[src/hw/rtl/bce_pkg.sv]
// Shared types and constants for the byte to CJK 14-bit encoder.
`default_nettype none
package bce_pkg;

    localparam logic [15:0] UNIT_BASE   = 16'h4E00;
    localparam logic [15:0] MARK_BASE   = 16'h3D00;
    localparam int          MAX_UNITS   = 3;
    localparam logic [4:0]  UNIT_BITS   = 5'd14;
    localparam logic [4:0]  BYTE_BITS   = 5'd8;
    localparam logic [4:0]  MAX_PENDING = 5'd21;
    localparam logic [2:0]  LAST_POS    = 3'd6;

    typedef struct packed {
        logic [15:0] code_unit;
        logic        end_of_message;
    } t_unit;

    typedef struct packed {
        t_unit [MAX_UNITS-1:0] units;
        logic  [1:0]           count;
    } t_burst;

endpackage
`default_nettype wire

[src/hw/rtl/bce_ifs.sv]
// Valid/ready channel interfaces for input bytes and output code units.
`default_nettype none
interface bce_byte_if;
    logic       valid;
    logic       ready;
    logic [7:0] data_byte;
    logic       final_byte;
    modport source (output valid, output data_byte, output final_byte, input ready);
    modport sink   (input valid, input data_byte, input final_byte, output ready);
endinterface

interface bce_unit_if;
    logic        valid;
    logic        ready;
    logic [15:0] code_unit;
    logic        end_of_message;
    modport source (output valid, output code_unit, output end_of_message, input ready);
    modport sink   (input valid, input code_unit, input end_of_message, output ready);
endinterface
`default_nettype wire

[src/hw/rtl/bce_pack.sv]
// Bit packer: holds leftover bits and builds the units caused by one byte.
`default_nettype none
module bce_pack (
    input  wire logic           i_clk,
    input  wire logic           i_rst_n,
    input  wire logic           i_take,
    input  wire logic [7:0]     i_data_byte,
    input  wire logic           i_final_byte,
    output bce_pkg::t_burst     o_burst
);

    logic [12:0] r_held_bits;
    logic [3:0]  r_held_count;
    logic [2:0]  r_group_pos;

    logic [20:0] acc;
    logic [4:0]  cnt;
    logic        full;
    logic [2:0]  full_sh;
    logic [13:0] full_val;
    logic [4:0]  rem;
    logic [20:0] rem_mask;
    logic [12:0] rem_bits;
    logic [26:0] pad_wide;
    logic [13:0] pad_val;
    logic [2:0]  pos;

    always_comb begin
        acc = {r_held_bits, i_data_byte};
        cnt = {1'b0, r_held_count} + bce_pkg::BYTE_BITS;
        if (cnt > bce_pkg::MAX_PENDING) begin
            cnt = bce_pkg::MAX_PENDING;
        end
        full     = (cnt >= bce_pkg::UNIT_BITS);
        full_sh  = 3'(cnt - bce_pkg::UNIT_BITS);
        full_val = 14'(acc >> full_sh);
        rem      = full ? (cnt - bce_pkg::UNIT_BITS) : cnt;
        rem_mask = 21'((22'd1 << rem) - 22'd1);
        rem_bits = 13'(acc & rem_mask);
        pad_wide = {14'd0, rem_bits} << (bce_pkg::UNIT_BITS - rem);
        pad_val  = pad_wide[13:0];
        pos      = (r_group_pos >= bce_pkg::LAST_POS) ? (r_group_pos - bce_pkg::LAST_POS)
                                                      : (r_group_pos + 3'd1);
    end

    always_comb begin
        logic [1:0] n;
        n = 2'd0;
        o_burst = '0;
        if (full) begin
            o_burst.units[n].code_unit = bce_pkg::UNIT_BASE + {2'b00, full_val};
            n = n + 2'd1;
        end
        if (i_final_byte) begin
            if (rem != 5'd0) begin
                o_burst.units[n].code_unit = bce_pkg::UNIT_BASE + {2'b00, pad_val};
                n = n + 2'd1;
            end
            if (pos != 3'd0) begin
                o_burst.units[n].code_unit = bce_pkg::MARK_BASE + {13'd0, pos};
                n = n + 2'd1;
            end
            o_burst.units[n - 2'd1].end_of_message = 1'b1;
        end
        o_burst.count = n;
    end

    always_ff @(posedge i_clk) begin
        if (!i_rst_n) begin
            r_held_bits  <= '0;
            r_held_count <= '0;
            r_group_pos  <= '0;
        end else if (i_take) begin
            if (i_final_byte) begin
                r_held_bits  <= '0;
                r_held_count <= '0;
                r_group_pos  <= '0;
            end else begin
                r_held_bits  <= rem_bits;
                r_held_count <= rem[3:0];
                r_group_pos  <= pos;
            end
        end
    end

endmodule
`default_nettype wire

[src/hw/rtl/bce_outq.sv]
// Result register: holds up to three units of one byte and drains one per cycle while the sink is ready.
`default_nettype none
module bce_outq (
    input  wire logic           i_clk,
    input  wire logic           i_rst_n,
    input  wire bce_pkg::t_burst i_burst,
    input  wire logic           i_in_valid,
    output logic                o_in_ready,
    output logic                o_valid,
    input  wire logic           i_ready,
    output bce_pkg::t_unit      o_unit
);

    bce_pkg::t_unit [bce_pkg::MAX_UNITS-1:0] r_units;
    logic [1:0]                              r_cnt;

    logic pop;
    logic load;

    assign o_valid    = (r_cnt != 2'd0);
    assign pop        = o_valid && i_ready;
    assign o_in_ready = i_rst_n && ((r_cnt == 2'd0) || ((r_cnt == 2'd1) && i_ready));
    assign load       = i_in_valid && o_in_ready;
    assign o_unit     = r_units[0];

    always_ff @(posedge i_clk) begin
        if (!i_rst_n) begin
            r_cnt <= '0;
        end else if (load) begin
            r_cnt <= i_burst.count;
        end else if (pop) begin
            r_cnt <= r_cnt - 2'd1;
        end
    end

    // payload, shifts toward slot 0 as words leave
    always_ff @(posedge i_clk) begin
        if (load) begin
            r_units <= i_burst.units;
        end else if (pop) begin
            r_units <= {r_units[bce_pkg::MAX_UNITS-1], r_units[bce_pkg::MAX_UNITS-1:1]};
        end
    end

endmodule
`default_nettype wire

[src/hw/rtl/bytes_to_cjk_14bit_encoder.sv]
// The first code unit of a byte is valid in the cycle after the byte is accepted.
// Throughput: one byte per cycle while each byte yields at most one word and the output is ready.
// A final byte yields up to three words; the input stalls until the last one leaves
// the single output port.
// Reset (synchronous, active low) clears held bits, bit count, group position
// and the result register; ready is low during reset.
`default_nettype none
module bytes_to_cjk_14bit_encoder (
    input  wire logic    i_clk,
    input  wire logic    i_rst_n,
    bce_byte_if.sink     i_in,
    bce_unit_if.source   o_out
);

    bce_pkg::t_burst burst;
    bce_pkg::t_unit  unit;
    logic            in_ready;
    logic            take;

    assign take       = i_in.valid && in_ready;
    assign i_in.ready = in_ready;

    bce_pack u_pack (
        .i_clk        (i_clk),
        .i_rst_n      (i_rst_n),
        .i_take       (take),
        .i_data_byte  (i_in.data_byte),
        .i_final_byte (i_in.final_byte),
        .o_burst      (burst)
    );

    bce_outq u_outq (
        .i_clk      (i_clk),
        .i_rst_n    (i_rst_n),
        .i_burst    (burst),
        .i_in_valid (i_in.valid),
        .o_in_ready (in_ready),
        .o_valid    (o_out.valid),
        .i_ready    (o_out.ready),
        .o_unit     (unit)
    );

    assign o_out.code_unit      = unit.code_unit;
    assign o_out.end_of_message = unit.end_of_message;

endmodule
`default_nettype wire

[src/flat_wrapper.sv]
// flat-port wrapper written by rule: the top's interface ports become plain ports
module bytes_to_cjk_14bit_encoder_flat 
  (i_clk, i_rst_n, i_in_valid, i_in_data_byte, i_in_final_byte, i_in_ready, o_out_valid, o_out_code_unit, o_out_end_of_message, o_out_ready);
  bce_byte_if i_in_i ();
  bce_unit_if o_out_i ();
  input  wire logic i_clk;
  input  wire logic i_rst_n;
  input wire logic [$bits(i_in_i.valid)-1:0] i_in_valid;
  input wire logic [$bits(i_in_i.data_byte)-1:0] i_in_data_byte;
  input wire logic [$bits(i_in_i.final_byte)-1:0] i_in_final_byte;
  output wire logic [$bits(i_in_i.ready)-1:0] i_in_ready;
  output wire logic [$bits(o_out_i.valid)-1:0] o_out_valid;
  output wire logic [$bits(o_out_i.code_unit)-1:0] o_out_code_unit;
  output wire logic [$bits(o_out_i.end_of_message)-1:0] o_out_end_of_message;
  input wire logic [$bits(o_out_i.ready)-1:0] o_out_ready;
  assign i_in_i.valid = i_in_valid;
  assign i_in_i.data_byte = i_in_data_byte;
  assign i_in_i.final_byte = i_in_final_byte;
  assign i_in_ready = i_in_i.ready;
  assign o_out_valid = o_out_i.valid;
  assign o_out_code_unit = o_out_i.code_unit;
  assign o_out_end_of_message = o_out_i.end_of_message;
  assign o_out_i.ready = o_out_ready;
  bytes_to_cjk_14bit_encoder u_core (.i_clk(i_clk), .i_rst_n(i_rst_n), .i_in(i_in_i), .o_out(o_out_i));
endmodule
[config.mk]
export PLATFORM = sky130hd
export DESIGN_NAME = bytes_to_cjk_14bit_encoder_flat
export DESIGN_NICKNAME = d
export VERILOG_FILES = /design/src/hw/rtl/bce_pkg.sv /design/src/hw/rtl/bce_ifs.sv /design/src/hw/rtl/bce_pack.sv /design/src/hw/rtl/bce_outq.sv /design/src/hw/rtl/bytes_to_cjk_14bit_encoder.sv /design/src/flat_wrapper.sv
export SDC_FILE = /design/constraint.sdc
export NUM_CORES = 1
export LEC_CHECK = 0
export BUFFER_PORTS_ARGS = -buffer_cell sky130_fd_sc_hd__buf_4
export CAP_MARGIN = 10
export CORE_UTILIZATION = 63
export DETAILED_ROUTE_END_ITERATION = 7
export HOLD_SLACK_MARGIN = 0.02
export PLACE_DENSITY_LB_ADDON = 0.05
export SLEW_MARGIN = 0
export SYNTH_ARGS = -nofsm -noshare
export SYNTH_HDL_FRONTEND = slang
export SYNTH_SLANG_ARGS = --single-unit
[constraint.sdc]
create_clock -name i_clk -period 6.2 [get_ports i_clk]
set_clock_uncertainty 0.05 [all_clocks]
set_input_delay 0.62 -clock i_clk [delete_from_list [all_inputs] [get_ports i_clk]]
set_output_delay 0.62 -clock i_clk [all_outputs]
set_load 0.1 [all_outputs]
==> results.txt <==
The run finished with clean final reports. The power density normalized to cell area is between 200 and 250 mW/mm^2. Entering global routing, the biggest net connects 47 pins. The final number of max-transition violations was 0. The cell count after synthesis came out at about 700.

The maximum fanout encountered on the critical timing path came out at 27. The number of antenna violations at the first check in global routing came out at 0. The final critical-path setup slack came out at between 0.7 and 0.8 ns. In this run the cell area of the synthesized design comes to between 0.005 and 0.006 mm^2. The relative area change from synthesis to final layout is 5.68%. The total grt overflow is 0. The number of buffers inserted during clock tree synthesis is 9. The adder and majority gate portion of the synthesized area is between 3 and 4%.

Setup repair after global routing left no endpoint under its margin. The register area came out at 0.00161 mm^2. The number of hold buffers added after cts is 0.

After Yosys synthesis, XOR and XNOR cells account for around 2.0% of the synthesized area. The number of nets handed over by synthesis was roughly 710. Leaving out fill and tap cells, the most frequent cell in the layout is nand2_1.

The congestion estimate from routability-driven global placement came to around 1.0. The setup path with the least slack is of type reg2reg. The arrival time at the worst endpoint is around 5.6 ns. After the first detailed-routing iteration, the DRC count stood at 737. The number of hold violations in the final report came out at 0.

The final period demand of the worst path is roughly 5.5 ns. The worst-case IR drop observed on VDD is 0.152 mV. In the final layout, the share of cells above drive strength 1 is approximately 14%. Yosys printed 0 warnings.

The sequential cell area fraction in the yosys report is between 20% and 30%. The total area of multi-input combinational cells came out at around 0.0037 mm^2. The share of synthesized area spent on multiplexers is about 8.4%. After detailed routing, the total wire length is 17.2 mm. The depth of the CTS H-tree is 3.

Setup violations remaining at the end of the flow were counted as 0. For the pin with the worst max-slew slack, the measured transition is approximately 0.8 ns. The number of synthesized register bits is between 60 and 70. The chip height is 97.5 um. The die covers 0.00951 mm^2.

The standard-cell row count came out at 34. The via count of the routed design is 5552. In the layout the commonest cells are nand2_1, nor2_1, a21oi_1. The kind of cell with the highest combined delay along the critical path is compound AO/OA/AOI/OAI gates.

The maximum clock path buffer count came out at 2. The async set-reset flop share out of synthesis is 0%. The worst setup path is captured at a register.

The worst setup slack before clock tree synthesis is between 0.8 and 0.9 ns. The detailed-route DRC error count is 0. Timing would allow up to around 180 MHz. The detailed-route wire length per cell is 21.8 um. After synthesis, the largest family of logic cells by area is compound AO/OA/AOI/OAI gates. The number of port buffers is 31. For the worst setup path, the data required time is ~6.3 ns. In this run the worst hold path is classified as reg2reg. The post-route antenna net violation count is 0.

The number of buffers and inverters on the critical path came out at 7. The mean number of vias per cell came out at ~7.0. The primary flip-flop cell chosen by synthesis mapping is edfxtp_1. The area of the core is approximately 0.009 mm^2. The post-layout net count is around 710. The number of max-cap violations came out at 0.

The leakage power is about 2.2 nW. The total clock sinks came out at slightly above 60. TritonCTS built the clock tree.

The starting density of the core is about two thirds. The number of different library cells in the post-synthesis netlist is 101. Adding up every negative setup slack in the final design gives 0 ns.

STA classifies the critical path startpoint as a register. The number of synthesized flops with an enable pin came out at 39. Summed over all nets, the half-perimeter wirelength after detailed placement is 12.7 mm. The synthesized netlist devotes between 20 and 30% of its cell area to compound gates. The cell occurring most often along the worst timing path is inv_1. For the worst-skew pair, the clock arrives at the later sink with an insertion delay of 0.35 ns. The global-route wire length before repair came out at approximately 27 mm. The first detailed-routing pass ran for 7 iterations.

The x dimension of the die is 97.5 um. The tree is rooted in a clkbuf_8. The final period utilization came out at between 80% and 90%. The post-synthesis share of cell area spent on and, or, nand and nor gates is 22.5%. The highest cell delay on the worst timing path is about 0.36 ns. The number of gates resized after cts came out at 0. The via count of the first global-routing pass is just over 5000.

Fill cells in the final layout number approximately 700. The number of top-level pins came out at 32. The total routing resource utilization after global routing came out at a little over a third. Once the clock tree was built, the setup fixing pass inserted 0 buffers.

The count of antenna diodes in the layout came out at 0. The cell with the largest stage delay on the worst path is dfxtp_1. The synthesized area per cell came out at about 8.4 um^2.

The worst-case headroom to the max-slew limit is 46.6%. The clock slew at the register clock pins of the worst setup and hold paths is ~0.08 ns.
## cells by family (layout without fill, tap and decap cells)
| logic type | Yosys count | in the layout |
|---|---|---|
| xor gates and xnor gates | 13 | 13 |
| adders and majority gates | 17 | 17 |
| muxes | 43 | 43 |
| and+or+nand+nor | 246 | 246 |
| DFF | 61 | 61 |
| buffers and inverters | 82 | 80 |
| AOI/OAI and AO/OA | 220 | 220 |
## path summary, 6_finish.rpt
check	from	to	slack, ns	cells past startpoint
worst max-delay path	u_core.u_pack.r_held_count[3]	u_core.u_outq.o_unit[16]	0.74	25
worst min register to register	u_core.u_outq.r_units[34]	u_core.u_outq.r_units[17]	0.48	2
worst min-delay path	u_core.u_outq.r_units[34]	u_core.u_outq.r_units[17]	0.48	2
worst max register to register	u_core.u_pack.r_held_count[3]	u_core.u_outq.o_unit[16]	0.74	25
## worst min-delay path: stages (launching register included)
cell      delay (ns)
edfxtp_1        0.33
nand2_1         0.04
o21ai_0         0.06
## where the power goes
group	total (W)	switching, W	internal [W]	leakage (nW)
clock network	0.000382	0.000178	0.000205	0.112
logic	0.000527	0.000392	0.000136	1.54
registers	0.000520	0.0000183	0.000502	0.553
## final cells by class
class                           count  area share [%]
Clock buffer                       13            3.13
Sequential cell                    61            26.5
Tap cell                          108            2.22
Clock inverter                      3           0.350
Multi-Input combinational cell    539            61.0
Timing Repair Buffer               45            5.56
Inverter                           19            1.17
## synthesized netlist by cell type, types with 4 or more instances
cell type	number	area (um^2)
a211oi_1	12	90.1
a21o_1	5	37.5
a21oi_1	47	235
a22oi_1	7	52.6
a31oi_1	8	50.1
and2_1	9	56.3
and3_1	6	37.5
buf_2	9	45.0
buf_4	20	150
buf_6	5	56.3
clkbuf_1	25	93.8
dfxtp_1	22	440
edfxtp_1	39	1170
ha_1	17	213
inv_1	17	63.8
mux2i_1	37	370
nand2_1	64	240
nand2b_1	9	56.3
nand3_1	20	100
nand3b_1	6	45.0
nand4_1	4	25.0
nor2_1	54	203
nor2b_1	28	175
nor3_1	14	70.1
o2111ai_1	4	35.0
o211ai_1	11	82.6
o21a_1	8	60.1
o21ai_0	44	220
o22a_1	4	35.0
o22ai_1	9	56.3
o31ai_1	5	37.5
xnor2_1	9	78.8
xor2_1	4	35.0
## stage by stage
step | cells | area [um^2] | total power, W | hold slack (ns) | util, %
global placement | 772 | 5860 | 0.00104 | 0.455 | 66.9
finish | 788 | 6070 | 0.00143 | 0.480 | 69.3
floorplan | 682 | 5750 | 0.000958 | 0.430 | -
CTS | 788 | 6070 | 0.00142 | 0.488 | 69.3
detailed placement | 772 | 5860 | 0.00105 | 0.468 | 66.9
global route | 788 | 6070 | 0.00148 | 0.520 | 69.3
## sequential cells by signal, summed over array words and instances (netlist names)
name                        cells
u_core.u_outq.r_cnt             2
u_core.u_pack.r_held_count      4
u_core.u_outq.o_unit           17
u_core.u_outq.r_units          22
u_core.u_pack.r_group_pos       3
u_core.u_pack.r_held_bits      13
## per-layer routing
layer / up-vias / share of wire, % / global-route usage (%)
met5: - / 0 / 0.549
met4: 0 / 5.8 / 21.3
met3: 89 / 10 / 6.69
met2: 393 / 44 / 56.4
met1: 2553 / 40 / 47.1
li1: 2517 / - / -
No activity file was read; power rests on OpenSTA's default activity.
